**config.mk**
```make
export PLATFORM = sky130hd
export DESIGN_NAME = sirc_ir_frame_decoder
export DESIGN_NICKNAME = d
export VERILOG_FILES = /design/src/sv/sircd_pkg.sv /design/src/sv/sirc_ir_frame_decoder.sv
export SDC_FILE = /design/constraint.sdc
export NUM_CORES = 1
export LEC_CHECK = 0
export BUFFER_PORTS_ARGS = -buffer_cell sky130_fd_sc_hd__buf_2
export CAP_MARGIN = 10
export CORE_MARGIN = 2
export CORE_UTILIZATION = 35
export CTS_CLUSTER_SIZE = 20
export DETAILED_ROUTE_END_ITERATION = 10
export HOLD_SLACK_MARGIN = 0.02
export RECOVER_POWER = 25
export SYNTH_ARGS = -nofsm -noshare
export SYNTH_HDL_FRONTEND = slang
export SYNTH_SLANG_ARGS = --single-unit
```
**constraint.sdc**
```tcl
create_clock -name clk -period 6 [get_ports clk]
set_input_delay 0.6 -clock clk [delete_from_list [all_inputs] [get_ports clk]]
set_output_delay 0.6 -clock clk [all_outputs]
set_load 0.02 [all_outputs]
```
**src/sv/sircd_pkg.sv**
```systemverilog
// Package for the IR frame decoder: constants, frame status type and pulse match helper.
`default_nettype none
package sircd_pkg;

  localparam int MAX_CODE_BITS   = 19;
  localparam int MAX_FRAME_ITEMS = 64;

  localparam int MARK_W  = 15;
  localparam int COUNT_W = 7;
  localparam int TIME_W  = 16;
  localparam int TOL_W   = 10;
  localparam int CODE_W  = 19;
  localparam int BITS_W  = 5;
  localparam int ADDR_W  = 3;
  localparam int DATA_W  = 32;

  localparam logic [MARK_W-1:0] HDR_MARK_US  = MARK_W'(2400);
  localparam logic [MARK_W-1:0] ONE_MARK_US  = MARK_W'(1200);
  localparam logic [MARK_W-1:0] ZERO_MARK_US = MARK_W'(600);
  localparam logic [MARK_W-1:0] SPACE_US     = MARK_W'(600);
  localparam logic [MARK_W-1:0] END_SPACE_US = MARK_W'(15000);

  localparam logic [COUNT_W-1:0] MIN_ITEMS   = COUNT_W'(12);
  localparam logic [COUNT_W-1:0] MID_ITEMS   = COUNT_W'(15);
  localparam logic [COUNT_W-1:0] LONG_ITEMS  = COUNT_W'(20);
  localparam logic [COUNT_W-1:0] MAX_ITEMS   = COUNT_W'(MAX_FRAME_ITEMS);
  localparam logic [COUNT_W-1:0] INDEX_SAT   = {COUNT_W{1'b1}};

  localparam int BITS_LONG_I  = (MAX_CODE_BITS < 19) ? MAX_CODE_BITS : 19;
  localparam int BITS_MID_I   = (MAX_CODE_BITS < 14) ? MAX_CODE_BITS : 14;
  localparam int BITS_SHORT_I = (MAX_CODE_BITS < 11) ? MAX_CODE_BITS : 11;
  localparam logic [BITS_W-1:0] BITS_LONG  = BITS_W'(BITS_LONG_I);
  localparam logic [BITS_W-1:0] BITS_MID   = BITS_W'(BITS_MID_I);
  localparam logic [BITS_W-1:0] BITS_SHORT = BITS_W'(BITS_SHORT_I);

  localparam logic [TOL_W-1:0]  TOL_RESET  = TOL_W'(200);
  localparam logic [TIME_W-1:0] HOLD_RESET = TIME_W'(100);

  localparam logic REG_TOL  = 1'b0;
  localparam logic REG_HOLD = 1'b1;

  typedef enum logic [2:0] {
    ST_DECODING = 3'b001,
    ST_DONE     = 3'b010,
    ST_FAILED   = 3'b100
  } frame_status_t;

  function automatic logic near_value(input logic [MARK_W-1:0] v,
                                      input logic [MARK_W-1:0] nominal,
                                      input logic [TOL_W-1:0]  tol);
    logic [MARK_W-1:0] d;
    d = (v > nominal) ? (v - nominal) : (nominal - v);
    return d <= MARK_W'(tol);
  endfunction

endpackage
`default_nettype wire

```
**src/sv/sirc_ir_frame_decoder.sv**
```systemverilog
// Top level of the IR frame decoder: input stage, pulse classifier, frame state and result register.
//
//  channel | handshake          | payload
//  --------+--------------------+-------------------------------------------------
//  in      | in_valid/in_ready  | mark_us, space_us, frame_items, last_item, time_ms
//  out     | out_valid/out_ready| code_valid, code, is_new
//  config  | APB psel/penable   | match_tolerance_us @0x0, repeat_hold_ms @0x4
//
// One item per cycle unless a stalled result holds a last item: each item waits in the input
// register, is classified and folded into the frame state; a last item loads the result register.
// A last item's result is presented from the result register once the item leaves the input register.
// rst_n is synchronous; it clears control state and restores register defaults.
// A stalled result holds a last item in the input register, which then blocks the
// input; other items keep flowing.
`default_nettype none
module sirc_ir_frame_decoder (
  input  wire logic        clk,
  input  wire logic        rst_n,
  input  wire logic        in_valid,
  output logic             in_ready,
  input  wire logic [14:0] in_mark_us,
  input  wire logic [14:0] in_space_us,
  input  wire logic [6:0]  in_frame_items,
  input  wire logic        in_last_item,
  input  wire logic [15:0] in_time_ms,
  output logic             out_valid,
  input  wire logic        out_ready,
  output logic             out_code_valid,
  output logic [18:0]      out_code,
  output logic             out_is_new,
  input  wire logic        psel,
  input  wire logic        penable,
  input  wire logic        pwrite,
  input  wire logic [2:0]  paddr,
  input  wire logic [31:0] pwdata,
  output logic [31:0]      prdata,
  output logic             pready
);

  localparam int MW = sircd_pkg::MARK_W;
  localparam int CW = sircd_pkg::CODE_W;
  localparam int TW = sircd_pkg::TIME_W;
  localparam int NW = sircd_pkg::COUNT_W;
  localparam int BW = sircd_pkg::BITS_W;

  // configuration
  logic [sircd_pkg::TOL_W-1:0] tol_r;
  logic [TW-1:0]               hold_r;

  assign pready = 1'b1;

  always_ff @(posedge clk) begin
    if (!rst_n) begin
      tol_r  <= sircd_pkg::TOL_RESET;
      hold_r <= sircd_pkg::HOLD_RESET;
    end else if (psel && penable && pwrite && pready) begin
      case (paddr[2])
        sircd_pkg::REG_TOL:  tol_r  <= pwdata[sircd_pkg::TOL_W-1:0];
        sircd_pkg::REG_HOLD: hold_r <= pwdata[TW-1:0];
        default: ;
      endcase
    end
  end

  always_comb begin
    case (paddr[2])
      sircd_pkg::REG_TOL:  prdata = {{(32-sircd_pkg::TOL_W){1'b0}}, tol_r};
      sircd_pkg::REG_HOLD: prdata = {{(32-TW){1'b0}}, hold_r};
      default:             prdata = '0;
    endcase
  end

  // input stage
  logic          s1_valid_r;
  logic [MW-1:0] s1_mark_r;
  logic [MW-1:0] s1_space_r;
  logic [NW-1:0] s1_count_r;
  logic          s1_last_r;
  logic [TW-1:0] s1_time_r;
  logic          out_free;
  logic          s1_go;

  logic          out_valid_r;
  logic          out_code_valid_r;
  logic [CW-1:0] out_code_r;
  logic          out_is_new_r;

  assign out_free = !out_valid_r || out_ready;
  assign s1_go    = s1_valid_r && (!s1_last_r || out_free);
  assign in_ready = !s1_valid_r || s1_go;

  always_ff @(posedge clk) begin
    if (!rst_n) begin
      s1_valid_r <= 1'b0;
    end else if (in_ready) begin
      s1_valid_r <= in_valid;
    end
  end

  always_ff @(posedge clk) begin
    if (in_ready && in_valid) begin
      s1_mark_r  <= in_mark_us;
      s1_space_r <= in_space_us;
      s1_count_r <= in_frame_items;
      s1_last_r  <= in_last_item;
      s1_time_r  <= in_time_ms;
    end
  end

  // frame state
  logic [NW-1:0]            idx_r, idx_nxt;
  logic [BW-1:0]            bits_r, bits_nxt;
  logic [BW-1:0]            pos_r, pos_nxt;
  logic [CW-1:0]            acc_r, acc_nxt;
  sircd_pkg::frame_status_t st_r, st_nxt;
  logic [CW-1:0]            prev_code_r, prev_code_nxt;
  logic [TW-1:0]            prev_time_r, prev_time_nxt;

  logic          is_hdr, is_one, is_zero, is_end, count_bad;
  logic [BW-1:0] hdr_bits;
  logic          res_valid;
  logic [CW-1:0] res_code;
  logic          res_new;
  logic [TW-1:0] gap;

  always_comb begin
    is_hdr  = sircd_pkg::near_value(s1_mark_r, sircd_pkg::HDR_MARK_US, tol_r) &&
              sircd_pkg::near_value(s1_space_r, sircd_pkg::SPACE_US, tol_r);
    is_one  = sircd_pkg::near_value(s1_mark_r, sircd_pkg::ONE_MARK_US, tol_r) &&
              sircd_pkg::near_value(s1_space_r, sircd_pkg::SPACE_US, tol_r);
    is_zero = sircd_pkg::near_value(s1_mark_r, sircd_pkg::ZERO_MARK_US, tol_r) &&
              sircd_pkg::near_value(s1_space_r, sircd_pkg::SPACE_US, tol_r);
    is_end  = s1_space_r > sircd_pkg::END_SPACE_US;
    count_bad = (s1_count_r < sircd_pkg::MIN_ITEMS) || (s1_count_r > sircd_pkg::MAX_ITEMS);
    if (s1_count_r >= sircd_pkg::LONG_ITEMS) begin
      hdr_bits = sircd_pkg::BITS_LONG;
    end else if (s1_count_r >= sircd_pkg::MID_ITEMS) begin
      hdr_bits = sircd_pkg::BITS_MID;
    end else begin
      hdr_bits = sircd_pkg::BITS_SHORT;
    end

    idx_nxt  = idx_r;
    bits_nxt = bits_r;
    pos_nxt  = pos_r;
    acc_nxt  = acc_r;
    st_nxt   = st_r;

    if (idx_r == '0) begin
      if (count_bad || !is_hdr) begin
        st_nxt = sircd_pkg::ST_FAILED;
      end else begin
        bits_nxt = hdr_bits;
        pos_nxt  = '0;
        acc_nxt  = '0;
        st_nxt   = sircd_pkg::ST_DECODING;
      end
    end else if (st_r == sircd_pkg::ST_DECODING) begin
      if (is_one || is_zero) begin
        if (is_one && (pos_r < BW'(CW))) begin
          acc_nxt = acc_r | (CW'(1) << pos_r);
        end
        pos_nxt = pos_r + BW'(1);
        if (bits_r != '0) begin
          bits_nxt = bits_r - BW'(1);
        end
        if (bits_nxt == '0) begin
          st_nxt = sircd_pkg::ST_DONE;
        end
      end else if (is_end) begin
        st_nxt = sircd_pkg::ST_DONE;
      end else begin
        st_nxt = sircd_pkg::ST_FAILED;
      end
    end
    if (idx_r != sircd_pkg::INDEX_SAT) begin
      idx_nxt = idx_r + NW'(1);
    end

    res_valid = (st_nxt == sircd_pkg::ST_DONE);
    res_code  = res_valid ? acc_nxt : '0;
    gap       = s1_time_r - prev_time_r;
    res_new   = res_valid && ((res_code != prev_code_r) || (gap > hold_r));

    prev_code_nxt = prev_code_r;
    prev_time_nxt = prev_time_r;
    if (s1_last_r) begin
      if (res_valid) begin
        prev_code_nxt = res_code;
        prev_time_nxt = s1_time_r;
      end
      idx_nxt  = '0;
      bits_nxt = '0;
      pos_nxt  = '0;
      acc_nxt  = '0;
      st_nxt   = sircd_pkg::ST_DECODING;
    end
  end

  always_ff @(posedge clk) begin
    if (!rst_n) begin
      idx_r       <= '0;
      bits_r      <= '0;
      pos_r       <= '0;
      acc_r       <= '0;
      st_r        <= sircd_pkg::ST_DECODING;
      prev_code_r <= '0;
      prev_time_r <= '0;
    end else if (s1_go) begin
      idx_r       <= idx_nxt;
      bits_r      <= bits_nxt;
      pos_r       <= pos_nxt;
      acc_r       <= acc_nxt;
      st_r        <= st_nxt;
      prev_code_r <= prev_code_nxt;
      prev_time_r <= prev_time_nxt;
    end
  end

  // result register
  always_ff @(posedge clk) begin
    if (!rst_n) begin
      out_valid_r <= 1'b0;
    end else if (out_free) begin
      out_valid_r <= s1_go && s1_last_r;
    end
  end

  always_ff @(posedge clk) begin
    if (out_free && s1_go && s1_last_r) begin
      out_code_valid_r <= res_valid;
      out_code_r       <= res_code;
      out_is_new_r     <= res_new;
    end
  end

  assign out_valid      = out_valid_r;
  assign out_code_valid = out_code_valid_r;
  assign out_code       = out_code_r;
  assign out_is_new     = out_is_new_r;

  a_invalid_clean: assert property (@(posedge clk) disable iff (!rst_n)
    (out_valid_r && !out_code_valid_r) |-> (out_code_r == '0 && !out_is_new_r))
    else $error("invalid result carries a code or new flag");

  a_frame_clears: assert property (@(posedge clk) disable iff (!rst_n)
    (s1_go && s1_last_r) |=> (idx_r == '0 && st_r == sircd_pkg::ST_DECODING))
    else $error("frame state not cleared after last item");

  a_bits_pending: assert property (@(posedge clk) disable iff (!rst_n)
    (idx_r != '0 && st_r == sircd_pkg::ST_DECODING) |-> (bits_r != '0))
    else $error("decoding with no data bits expected");

  a_last_waits: assert property (@(posedge clk) disable iff (!rst_n)
    (s1_valid_r && s1_last_r && out_valid_r && !out_ready) |=> (s1_valid_r && s1_last_r))
    else $error("last item dropped while result stalled");

endmodule
`default_nettype wire

```
== After elaboration in Yosys (flattened, before gate mapping) ==
Cells that the tools add are included.
Word-level totals
  logic and storage cells: 125
  register bits after elaboration: 177
  output and inout port bits: 56
Cells by class
  reduce and logical (&&, ||, !) cells: 34
  shifts and indexed selects: 1
  magnitude comparators: 15
  muxes and demuxes: 37
  eq/ne operators: 5
  add/subtract/negate cells: 12
  bitwise gates (word level): 2
Operators with widths (number)
  $mux W19: 7
  $mux W5: 15
  $pmux W32 S2: 1
  $le A15 B10 Y1: 4
  $mux W15: 4
  $gt A15 B10 Y1 const B: 2
  $sub A10 B15 Y15 const A: 2
  $sub A15 B10 Y15 const B: 2
  $mux W3: 8
  $ne A19 B19 Y1: 1
  $or A19 B19 Y19: 1
  $shl A1 B5 Y19 const A: 1
  $gt A16 B16 Y1: 1
  $sub A16 B16 Y16: 1
  $gt A15 B11 Y1 const B: 1
  $gt A15 B12 Y1 const B: 1
  $gt A15 B14 Y1 const B: 1
  $sub A11 B15 Y15 const A: 1
  $sub A12 B15 Y15 const A: 1
  $sub A15 B11 Y15 const B: 1
  $sub A15 B12 Y15 const B: 1
  $mux W7: 2
  $logic_and A1 B1 Y1: 12
  $add A7 B1 Y7 const B: 1
  other kinds (22): 34

== Longest topological paths before layout ==
Gate-level depths: netlist of the first run.
  word-level depth: 18
  mapped depth: 28
  gate-level depth less buffers: 28

== Worst setup path after synthesis of the first run ==
No wires, ideal clock.
  path kind: reg-to-reg
  from: register s1_mark_r[5]
  to: register out_is_new_r, in the netlist out_is_new (data pin)
  path slack: 0.403 ns
  cell stages (with the launch flop): 24
  setup time: 0.259 ns
  period minus slack after synthesis: 5.597 ns
  arrival time: 5.338 ns
  cells stage by stage: edfxtp_1 > clkbuf_1 > inv_1 > ha_1 > a2111o_1 > o41ai_1 > o21ai_0 > clkbuf_1 > mux2_2 > ha_1 > nor2b_1 > o21a_1 > o21ai_0 > a21oi_1 > o31a_1 > nor4b_2 > o21ai_2 > o31a_1 > or2_1 > buf_6 > or4_1 > o311ai_1 > o211ai_1 > o31a_1
On the way
  cells in the longest elaborated chain, start to end: 13
  elaborated cells on any way between the ends: 36
  classes of those cells: add/sub: 6; order compare: 6; eq/ne: 2; mux: 13; reduce/logical: 9
RTL lines
  from (decl): line sirc_ir_frame_decoder.sv:75  | logic [MW-1:0] s1_mark_r;
  from (signal assigned): line sirc_ir_frame_decoder.sv:102  | s1_mark_r <= in_mark_us;
  $sub A11 B15 Y15, or another cell as far along: line sircd_pkg.sv:52  | d = (v > nominal) ? (v - nominal) : (nominal - v);
  $mux W15: line sircd_pkg.sv:52
  $le A15 B10 Y1: line sircd_pkg.sv:53  | return d <= MARK_W'(tol);
  $logic_and A1 B1 Y1, on equally long branches: line sirc_ir_frame_decoder.sv:129, sirc_ir_frame_decoder.sv:127, sirc_ir_frame_decoder.sv:131
  $logic_or A1 B1 Y1, or another cell as far along: line sirc_ir_frame_decoder.sv:159  | if (is_one || is_zero) begin
  $mux W3, or another cell as far along: line sirc_ir_frame_decoder.sv:159
  $mux W3, or another cell as far along: line sirc_ir_frame_decoder.sv:158  | end else if (st_r == sircd_pkg::ST_DECODING) begin
  $mux W3 / $mux W19 (equally long branches): line sirc_ir_frame_decoder.sv:149, sirc_ir_frame_decoder.sv:158
  $eq A3 B2 Y1 / $mux W19 (equally long branches): line sirc_ir_frame_decoder.sv:180, sirc_ir_frame_decoder.sv:149
  $mux W19: line sirc_ir_frame_decoder.sv:181  | res_code = res_valid ? acc_nxt : '0;
  $ne A19 B19 Y1: line sirc_ir_frame_decoder.sv:183  | res_new = res_valid && ((res_code != prev_code_r) || (gap > hold_r));
  $logic_or A1 B1 Y1: line sirc_ir_frame_decoder.sv:183
  $logic_and A1 B1 Y1 *: line sirc_ir_frame_decoder.sv:183
  via res_new: line sirc_ir_frame_decoder.sv:123  | logic res_new;
  to (signal assigned): line sirc_ir_frame_decoder.sv:233  | out_is_new_r <= res_new;
  to (decl): line sirc_ir_frame_decoder.sv:86  | logic out_is_new_r;
Mark *: on every way through the listed nets, which the timed path passes. The rest lies on a longest branch.
A chain may end at the register's enable or synchronous reset.

== Worst setup path in the final report of the first run ==
Ends and elaborated chain as after synthesis.

==> reports/summary.txt, run 1 <==
met2 usage = 0.305
root buffer cell = clkbuf_16
crit path cell chain = buf_4 > ha_1 > and3_1 > o31a_1 > o21ai_2 > buf_4 > mux2_2 > ha_1 > a21oi_1 > a21oi_1 > nor3_1 > a211o_1 > nand4_1 > or3_4 > nor4_1 > a22oi_1 > xor2_1 > o2111ai_1 > nor3_1 > nand4_1 > o31a_1
vias in the first global route = 9926
P_leak = 5.57 nW
top-area cell type share of the netlist area = 0.189
Final Instance Area = 0.0139 mm²
clk_skew = 16.1 ps
clk slew on worst S/H paths = 80 ps
Die X = 188 µm
status = finished, final reports clean
endpoints failing setup = 0
worst skew pair latency = 450 ps
Initial DRC Count = 686
minimum clock period after layout = 5650 ps
CP endpoint kind = flop
slowest CP cell = edfxtp_1
critical path required time = 6200 ps
flop2flop setup slack = 350 ps
Syn Area/Cell = 8.65 µm²
initial antenna violation count = 3
deepest clock path buffer count = 2
HP Class = in2reg
CTS Buf Count = 17
Final Hold Vio Count = 0
Initial DRT Pass Iterations = 7
post-DP HPWL = 23600 µm
crit-path leading delay family = simple AND/OR/NAND/NOR gates
clk sink count = 177
pin count of the biggest net entering global routing = 99
fin nets = 1701
final setup margin = 350 ps
gr ovfl total = 0
WL per Instance = 16.2 µm
met1 GRT Util = 0.236
number of synthesized flops with an enable pin = 75
global-route wire length before repair = 51400 µm
Core Area = 0.0335 mm²
Die Area = 0.0355 mm²
Die H = 188 µm
CP bufs+invs = 2
htree depth = 4
final period utilization = 0.942
Max-cap violations = 0
count leader, synth = nand2_1
r2r startpoint = s1_mark_r[5]
sequential element share of the synthesized area = 0.361
TritonCTS clock tree = built
Pins Over Slew Limit = 0
Worst Hold Endpoint = s1_space_r[7]
Synth cell types = 89
Detail Route Antenna Nets = 0
Slew headroom = 0.260
Top FF cell, synth = dfxtp_1
kind of critical path = reg2reg
Warnings, synthesis = 0
CP max FO = 9
Row Count = 67
fmax = 177 MHz
reg2reg path depth = 21
Mapped Area = 0.0119 mm²
layout cells sized above 1 = 0.162
# DRC = 0
CTS Hold Bufs = 0
RD Place Congestion = 0.876
WHS Path Cells = 1
Synth Register Bits = 177
Synth-to-Final Area Change = 16.8%
Post-synth ARST share = 0
cell taking the most area after synthesis = edfxtp_1
routed wire length = 31800 µm
top post-synthesis cells by area = edfxtp_1 19%, dfxtp_1 17%, ha_1 10%
slowest stage delay, CP = 500 ps
HP Start = in_space_us[7]
Tot GR Track Use = 0.180
Initial Util = 0.355
M3 GR Usage = 0.0305
Slew @ Worst Pin = 1100 ps
I/O Buffers = 116
DR vias = 10.3k
power per cell area = 219 mW/mm²
Post-Place Cell Area = 0.0132 mm²
RSZ-0062 raised after global routing = no
Synth top cells by count = 180 x nand2_1, 102 x dfxtp_1, 98 x ha_1
Arr. time, crit path = 5850 ps
Mapped Cells = 1375
r2r endpoint = out_is_new
startpoint types = flop
worst vdd ir = 0.000176 V
dpl ws = 185 ps
DR vias/cell = 5.22
io pins = 152
TNS Setup = 0 ps
global routing's busiest layer = met2
==> layout by cell type, fill, tap and decap left out, types with 13 or more instances in the layout <==
cell,Yosys,final
buf_4,18,58
nand2_1,180,180
o21ai_0,58,58
dfxtp_1,102,102
a21oi_1,82,82
nand4_1,13,13
xor2_1,14,14
nor3_1,39,39
clkbuf_16,0,17
xnor2_1,41,41
nor2_1,86,85
clkbuf_1,39,14
and2_1,15,16
inv_1,88,87
nor4_1,14,13
a21boi_0,52,52
edfxtp_1,75,75
conb_1,2,17
a21o_1,14,13
ha_1,98,97
a31oi_1,14,13
o211ai_1,14,14
o211a_1,16,16
buf_2,14,102
nand3_1,35,35
nor2b_1,32,32
==> per-layer routing <==
layer | vias to the layer above | wire length (µm)
met2 | 228 | 15100
met5 | - | 0
met1 | 4854 | 15000
met4 | 0 | 445
li1 | 5168 | -
met3 | 25 | 1360
==> registers in the layout, summed over array words and instances (netlist names), 3 cells and up <==
name,flops
bits_r,5
out_code,19
pos_r,5
st_r,3
s1_mark_r,15
prev_code_r,19
s1_count_r,7
prev_time_r,16
s1_space_r,15
acc_r,19
idx_r,7
hold_r,16
tol_r,10
s1_time_r,16
==> logic make-up after synthesis <==
| group | count (synthesis) | synth area share |
|---|---|---|
| buf+inv | 168 | 0.0620 |
| other cells | 2 | 0.000631 |
| mux | 18 | 0.0164 |
| xor+xnor | 55 | 0.0405 |
| simple gates | 493 | 0.205 |
| fa+ha+maj | 99 | 0.105 |
| flops | 177 | 0.361 |
| compound gates | 363 | 0.210 |
==> final cells by class <==
cell class              instances  area [µm²]
repair buffers                176        1040
clock buffers                  17         425
diodes                          3        7.51
clock inverters                15         240
multi-input cells            1045        6990
well taps                     448         561
flip-flops and latches        177        4290
inverters                      89         334
fillers                      3359       19600
==> through the flow <==
stage	std cells	hold WS [ps]	total power, W	util
2_1_floorplan	1390	443	0.00166	-
3_3_place_gp	1932	452	0.00178	0.393
3_5_place_dp	1932	461	0.00179	0.393
4_1_cts	1964	299	0.00307	0.413
5_1_grt	1970	303	0.00317	0.414
6_report	1970	322	0.00304	0.414
==> how the worst max path moves through the flow <==
| stage | startpoint | endpoint | slack, ps | cells past startpoint |
|---|---|---|---|---|
| floorplan | s1_mark_r[5] | out_is_new | 400 | 23 |
| global placement | s1_space_r[0] | out_is_new | 230 | 26 |
| detailed placement | s1_space_r[1] | out_is_new | 180 | 26 |
| CTS | s1_space_r[0] | out_is_new | 130 | 26 |
| global route | s1_time_r[0] | out_is_new | 20 | 28 |
| finish | s1_mark_r[5] | out_is_new | 350 | 21 |
==> where the power goes <==
part	internal (W)	leakage [nW]	total, W	switching, W
Combinational	0.000188	3.67	0.000458	0.000270
Sequential	0.00129	1.57	0.00131	0.0000284
Clock	0.000723	0.324	0.00127	0.000545
==> what timing repair did <==
item	4_1_cts	5_1_grt
endpoints found under the setup margin	0	2
gates resized for setup	0	12
hold endpoints to repair	0	0
buffers inserted	0	3
Power figures use the tool's default switching activity.
==> run 2, diff against run 1 <==
--- a/config.mk
+++ b/config.mk
@@ -13,6 +13,7 @@
 export DETAILED_ROUTE_END_ITERATION = 10
 export HOLD_SLACK_MARGIN = 0.02
 export RECOVER_POWER = 25
+export SETUP_SLACK_MARGIN = 0.4
 export SYNTH_ARGS = -nofsm -noshare
 export SYNTH_HDL_FRONTEND = slang
 export SYNTH_SLANG_ARGS = --single-unit
==> run 2 against run 1 <==
- sequential power about the same
- combinational power up 1%
- register-to-register slack better by 70 ps
- sequential cell count is the same
- fmax is 1.2% higher
- routed wire length stayed put
- critical endpoint unchanged
- highest routed layer unchanged
==> reports/summary.txt, run 2 (synthesized netlist as in run 1, its figures left out) <==
Detail Route Antenna Nets = 0 (unchanged)
HP Class = in2reg
post-DP HPWL = 23600 µm (unchanged)
pin count of the biggest net entering global routing = 99 (unchanged)
Initial DRT Pass Iterations = 5 (-2)
Core Area = 0.0335 mm² (unchanged)
kind of critical path = reg2reg
WHS Path Cells = 1 (unchanged)
routed wire length = 31800 µm (unchanged)
combinational share of power = 0.152 (about the same)
final setup margin = 417 ps (+66.6 ps)
CP max FO = 18 (+9)
worst vdd ir = 0.000175 V (-0.36%)
CTS Hold Bufs = 0 (unchanged)
Die H = 188 µm (unchanged)
P_leak = 5.59 nW (+0.40%)
deepest clock path buffer count = 2 (unchanged)
r2r endpoint = out_is_new
CTS Buf Count = 17 (unchanged)
Arr. time, crit path = 5780 ps (-70 ps)
RD Place Congestion = 0.876 (unchanged)
reg2reg path depth = 23 (+9.5%)
worst skew pair latency = 450 ps (about the same)
slowest stage delay, CP = 620 ps (+120 ps)
WHS = 322 ps (+0.661 ps)
CP endpoint kind = flop
Initial Util = 0.355 (unchanged)
# DRC = 0 (unchanged)
Initial DRC Count = 732 (+6.7%)
Max-cap violations = 0 (unchanged)
most frequent cells in the layout = 180 x nand2_1, 102 x dfxtp_1, 102 x buf_2, 97 x ha_1, 87 x inv_1
r2r startpoint = s1_mark_r[5]
fillcell total = 3347 (-0.36%)
htree depth = 4 (unchanged)
Slew @ Worst Pin = 935 ps (-167 ps)
dpl ws = 185 ps (unchanged)
fmax = 179 MHz (+1.2%)
critical path required time = 6200 ps (about the same)
status = finished, final reports clean
TritonCTS clock tree = built
clock power share = 0.416 (about the same)
Final Hold Vio Count = 0 (unchanged)
initial antenna violation count = 3 (unchanged)
startpoint types = flop
clk sink count = 177 (unchanged)
multi-input logic area = 0.00703 mm² (+0.59%)
register area = 0.00429 mm² (unchanged)
Synth-to-Final Area Change = 17.4%
Reg power frac = 0.432 (about the same)
Die Area = 0.0355 mm² (unchanged)
final core occ = 0.416 (+0.00213)
flop2flop setup slack = 420 ps (+70 ps)
io pins = 152 (unchanged)
final period utilization = 0.931 (-0.0111)
clk_skew = 15.7 ps (-0.427 ps)
global-route wire length before repair = 51700 µm (+0.54%)
DR vias/cell = 5.23 (+0.32%)
Slew headroom = 0.374 (+0.114)
Final Non-Filler Cells = 1974 (+0.20%)
gr ovfl total = 0 (unchanged)
fin nets = 1705 (+0.24%)
vias in the first global route = 9953 (+0.27%)
Pint = 0.00220 W (+0.11%)
Pins Over Slew Limit = 0 (unchanged)
I/O Buffers = 116 (unchanged)
power per cell area = 218 mW/mm² (-0.41%)
sw frac = 0.277 (about the same)
DR vias = 10.3k (+0.53%)
Placed Cells = 1932 (unchanged)
commonest non-fill, non-tap cell in the layout = nand2_1
minimum clock period after layout = 5580 ps (-66.6 ps)
Row Count = 67 (unchanged)
WL per Instance = 16.1 µm (-0.20%)
Tot GR Track Use = 0.181 (+0.000877)
TNS Setup = 0 ps (unchanged)
endpoints failing setup = 0 (unchanged)
root buffer cell = clkbuf_16
crit path cell chain = buf_4 > buf_4 > buf_4 > ha_1 > nand2b_1 > o211a_1 > nand2b_1 > mux2_2 > ha_1 > nor2b_1 > o211ai_1 > a21oi_1 > o21bai_1 > a21oi_1 > nor4b_4 > nand2_1 > buf_12 > nand2_1 > nand2_1 > or4b_2 > a21oi_1 > o211ai_1 > o31a_1
RSZ-0062 raised after global routing = yes
layout cells sized above 1 = 0.168 (+0.00614)
net switching power = 0.000844 W (about the same)
slowest CP cell = or4b_2
Die X = 188 µm (unchanged)
clk slew on worst S/H paths = 80 ps (about the same)
HP Start = in_space_us[7]
Worst Hold Endpoint = s1_space_r[7]
## run 2: changes by cell type in the layout (fill, tap and decap cells not counted), sizes merged
cell  before  now
buf      162  166
## run 2: metal layers
| metal | vias up | routed length, µm | global-route usage |
|---|---|---|---|
| li1 | 5178 | - | - |
| met1 | 4873 | 15000 | 0.238 |
| met2 | 242 | 15000 | 0.306 |
| met3 | 36 | 1260 | 0.0287 |
| met4 | 0 | 597 | 0.0538 |
| met5 | - | 0 | 0 |
## run 2: metrics by stage
step	instance area [µm²]	total power (W)
3_3_place_gp	13200	0.00178
4_1_cts	13900	0.00307
3_5_place_dp	13200	0.00179
5_1_grt	14000	0.00318
6_report	14000	0.00304
2_1_floorplan	12000	0.00166
## run 2: final cells by class
type                       count  area share
tap                          448      0.0401
sequential                   177       0.308
antenna                        3    0.000538
clock inverter                15      0.0172
clock buffer                  17      0.0305
timing repair buffer         180      0.0765
inverter                      89      0.0239
multi-input combinational   1045       0.504
## run 2: what timing repair did
item / CTS / global route
resized for setup: 12 / 8
pin swaps: 0 / 6
setup endpoints to repair: 5 / 22
endpoints found under the hold margin: 0 / 0
buffers inserted: 2 / 5
## run 2: how the worst max path moves through the flow
| stage | from | to | slack, ps | cells after the start |
|---|---|---|---|---|
| 6_report | s1_mark_r[5] | out_is_new | 420 | 23 |
| 3_5_place_dp | s1_space_r[1] | out_is_new | 180 | 26 |
| 3_3_place_gp | s1_space_r[0] | out_is_new | 230 | 26 |
| 2_1_floorplan | s1_mark_r[5] | out_is_new | 400 | 23 |
| 5_1_grt | s1_mark_r[5] | out_is_new | 160 | 23 |
| 4_1_cts | s1_mark_r[0] | out_is_new | 410 | 23 |
## run 2: power groups by stage
stage | Clock (W) | Sequential (W) | Combinational [W]
floorplan | 0 | 0.00134 | 0.000325
global placement | 0 | 0.00134 | 0.000440
detailed placement | 0 | 0.00134 | 0.000449
CTS | 0.00130 | 0.00131 | 0.000459
global route | 0.00134 | 0.00132 | 0.000517
finish | 0.00127 | 0.00131 | 0.000463
## run 2: critical path, delay by kind of cell (launching register included)
kind / cells / cell delay (ps)
adders and majority gates: 2 / 490
buffers and inverters: 4 / 660
muxes: 1 / 390
and+or+nand+nor: 8 / 2010
DFF: 1 / 490
AOI/OAI and AO/OA: 8 / 1300
==> run 3, diff against run 2 <==
--- a/config.mk
+++ b/config.mk
@@ -5,7 +5,7 @@
 export SDC_FILE = /design/constraint.sdc
 export NUM_CORES = 1
 export LEC_CHECK = 0
-export BUFFER_PORTS_ARGS = -buffer_cell sky130_fd_sc_hd__buf_2
+export BUFFER_PORTS_ARGS = -buffer_cell sky130_fd_sc_hd__buf_4
 export CAP_MARGIN = 10
 export CORE_MARGIN = 2
 export CORE_UTILIZATION = 35
==> run 3 against run 2 <==
- sequential share of layout area decreased by 0.54 points
- final cell count increased by 0.15%
- highest routed layer unchanged
- clock power decreased by 7%
- sequential power about the same
- clock-buffer cell count increased by 1
==> reports/summary.txt, run 3 (synthesized netlist as in run 1, its figures left out) <==
I/O Buffers = 116 (unchanged)
TNS Setup = 0 ps (unchanged)
RD Place Congestion = 0.873 (-0.39%)
vias in the first global route = 10.1k (+1.0%)
Detail Route Antenna Nets = 0 (unchanged)
Reg power frac = 0.442 (+0.010)
CTS Hold Bufs = 0 (unchanged)
startpoint types = flop
CP max FO = 13 (-5)
fmax = 179 MHz (+0.18%)
pin count of the biggest net entering global routing = 99 (unchanged)
slowest CP cell = edfxtp_1
met2 usage = 0.294 (-0.0112)
WL per Instance = 16.1 µm (about the same)
n_diodes = 0 (-3)
Core Area = 0.0335 mm² (unchanged)
Synth-to-Final Area Change = 19.5%
reg2reg path depth = 23 (unchanged)
clk sink count = 177 (unchanged)
critical path required time = 6200 ps (about the same)
Final Power = 0.00298 W (-2.2%)
Initial Util = 0.355 (unchanged)
Die H = 188 µm (unchanged)
Initial DRT Pass Iterations = 5 (unchanged)
DR vias = 10.4k (+0.56%)
r2r endpoint = out_is_new
gr ovfl total = 0 (unchanged)
Crit path depth = 23 (unchanged)
crit-path leading delay family = compound AO/OA/AOI/OAI gates
final period utilization = 0.929 (-0.00167)
most frequent cells in the layout = 180 x nand2_1, 124 x buf_4, 102 x dfxtp_1, 98 x ha_1, 88 x inv_1
post-DP HPWL = 23500 µm (about the same)
deepest clock path buffer count = 2 (unchanged)
minimum clock period after layout = 5570 ps (-10.0 ps)
Slew @ Worst Pin = 938 ps (+2.59 ps)
endpoints failing setup = 0 (unchanged)
P_leak = 5.69 nW (+1.8%)
global routing's busiest layer = met2
routed wire length = 31900 µm (+0.11%)
Pins Over Slew Limit = 0 (unchanged)
combinational share of power = 0.160 (+0.008)
layout cells sized above 1 = 0.172 (+0.00392)
power per cell area = 209 mW/mm² (-4.0%)
r2r startpoint = s1_mark_r[0]
CP endpoint kind = flop
RSZ-0062 raised after global routing = yes
Tot GR Track Use = 0.181 (about the same)
slowest stage delay, CP = 430 ps (-190 ps)
Critical Path Source = s1_mark_r[0]
Max-cap violations = 0 (unchanged)
clock power share = 0.398 (-0.018)
status = finished, final reports clean
sw frac = 0.278 (+0.000956)
met1 GRT Util = 0.239 (+0.000691)
root buffer cell = clkbuf_16
Arr. time, crit path = 5770 ps (about the same)
DR vias/cell = 5.25 (+0.41%)
Slew headroom = 0.372 (-0.00173)
TritonCTS clock tree = built
crit path cell chain = inv_1 > ha_1 > buf_4 > nand2b_1 > o41ai_2 > o21ai_0 > buf_4 > mux2_2 > ha_1 > nor2b_1 > o21a_1 > o21ai_0 > a21oi_1 > o31a_1 > nor4b_4 > o21ai_2 > o31a_1 > or2_4 > inv_1 > mux2_2 > o2bb2ai_1 > o211ai_1 > o31a_1
M3 GR Usage = 0.0318 (+0.00317)
CTS Buf Count = 17 (unchanged)
Initial DRC Count = 701 (-4.2%)
worst vdd ir = 0.000183 V (+4.6%)
Final Hold Vio Count = 0 (unchanged)
Die Area = 0.0355 mm² (unchanged)
net switching power = 0.000828 W (-1.9%)
Die X = 188 µm (unchanged)
global-route wire length before repair = 51700 µm (about the same)
Pint = 0.00215 W (-2.4%)
initial antenna violation count = 0 (-3)
HP Class = in2reg
fillcell total = 3376 (+0.87%)
io pins = 152 (unchanged)
CP bufs+invs = 4 (unchanged)
# DRC = 0 (unchanged)
worst skew pair latency = 450 ps (about the same)
crit path to = out_is_new
Row Count = 67 (unchanged)
flop2flop setup slack = 430 ps (about the same)
clk_skew = 12.7 ps (-2.92 ps)
commonest non-fill, non-tap cell in the layout = nand2_1
clk slew on worst S/H paths = 70 ps (about the same)
htree depth = 4 (unchanged)
fin nets = 1711 (+0.35%)
most frequent CP cell = o31a_1
kind of critical path = reg2reg
## run 3: layout make-up
class / instances / area [µm²] / area share
multi-input cells: 1045 / 7000 / 0.492
flip-flops and latches: 177 / 4290 / 0.302
well taps: 448 / 561 / 0.0394
inverters: 89 / 334 / 0.0235
clock inverters: 14 / 168 / 0.0118
clock buffers: 18 / 450 / 0.0317
repair buffers: 186 / 1410 / 0.0992
## run 3: worst min path at each step
| stage | cells past startpoint | slack (ps) | end | from |
|---|---|---|---|---|
| global route | 1 | 320 | s1_space_r[9] | in_space_us[9] |
| finish | 1 | 350 | s1_space_r[6] | in_space_us[6] |
| CTS | 1 | 300 | s1_mark_r[8] | in_mark_us[8] |
| floorplan | 2 | 440 | prev_time_r[10] | prev_time_r[10] |
| detailed placement | 2 | 460 | prev_time_r[11] | prev_time_r[11] |
| global placement | 2 | 450 | prev_time_r[11] | prev_time_r[11] |
## run 3: layer usage
layer	up-vias	wire, µm
met4	0	916
met5	-	0
met3	48	1300
met1	4899	15000
met2	259	14600
li1	5181	-
## run 3: repair_timing
action	4_1_cts	5_1_grt
pin swaps	0	1
hold endpoints to repair	0	0
buffers inserted	5	5
gates resized for setup	6	6
endpoints found under the setup margin	1	29
## run 3: metrics by stage
step                      hold slack [ps]  cells  area (µm²)  setup slack [ps]  utilization
after floorplan                       443   1390       12000               403            -
final                                 345   1977       14200               427        0.424
after detailed placement              459   1935       13500               236        0.402
after CTS                             303   1972       14200               409        0.422
after global routing                  324   1977       14200              48.6        0.424
after global placement                453   1935       13500               306        0.402
## run 3: power groups by stage
stage                     clock, W  sequential (W)  combinational [W]
after floorplan                  0         0.00134           0.000325
after global placement           0         0.00134           0.000457
after detailed placement         0         0.00134           0.000465
after CTS                  0.00122         0.00131           0.000473
after global routing       0.00126         0.00132           0.000531
final                      0.00118         0.00131           0.000476
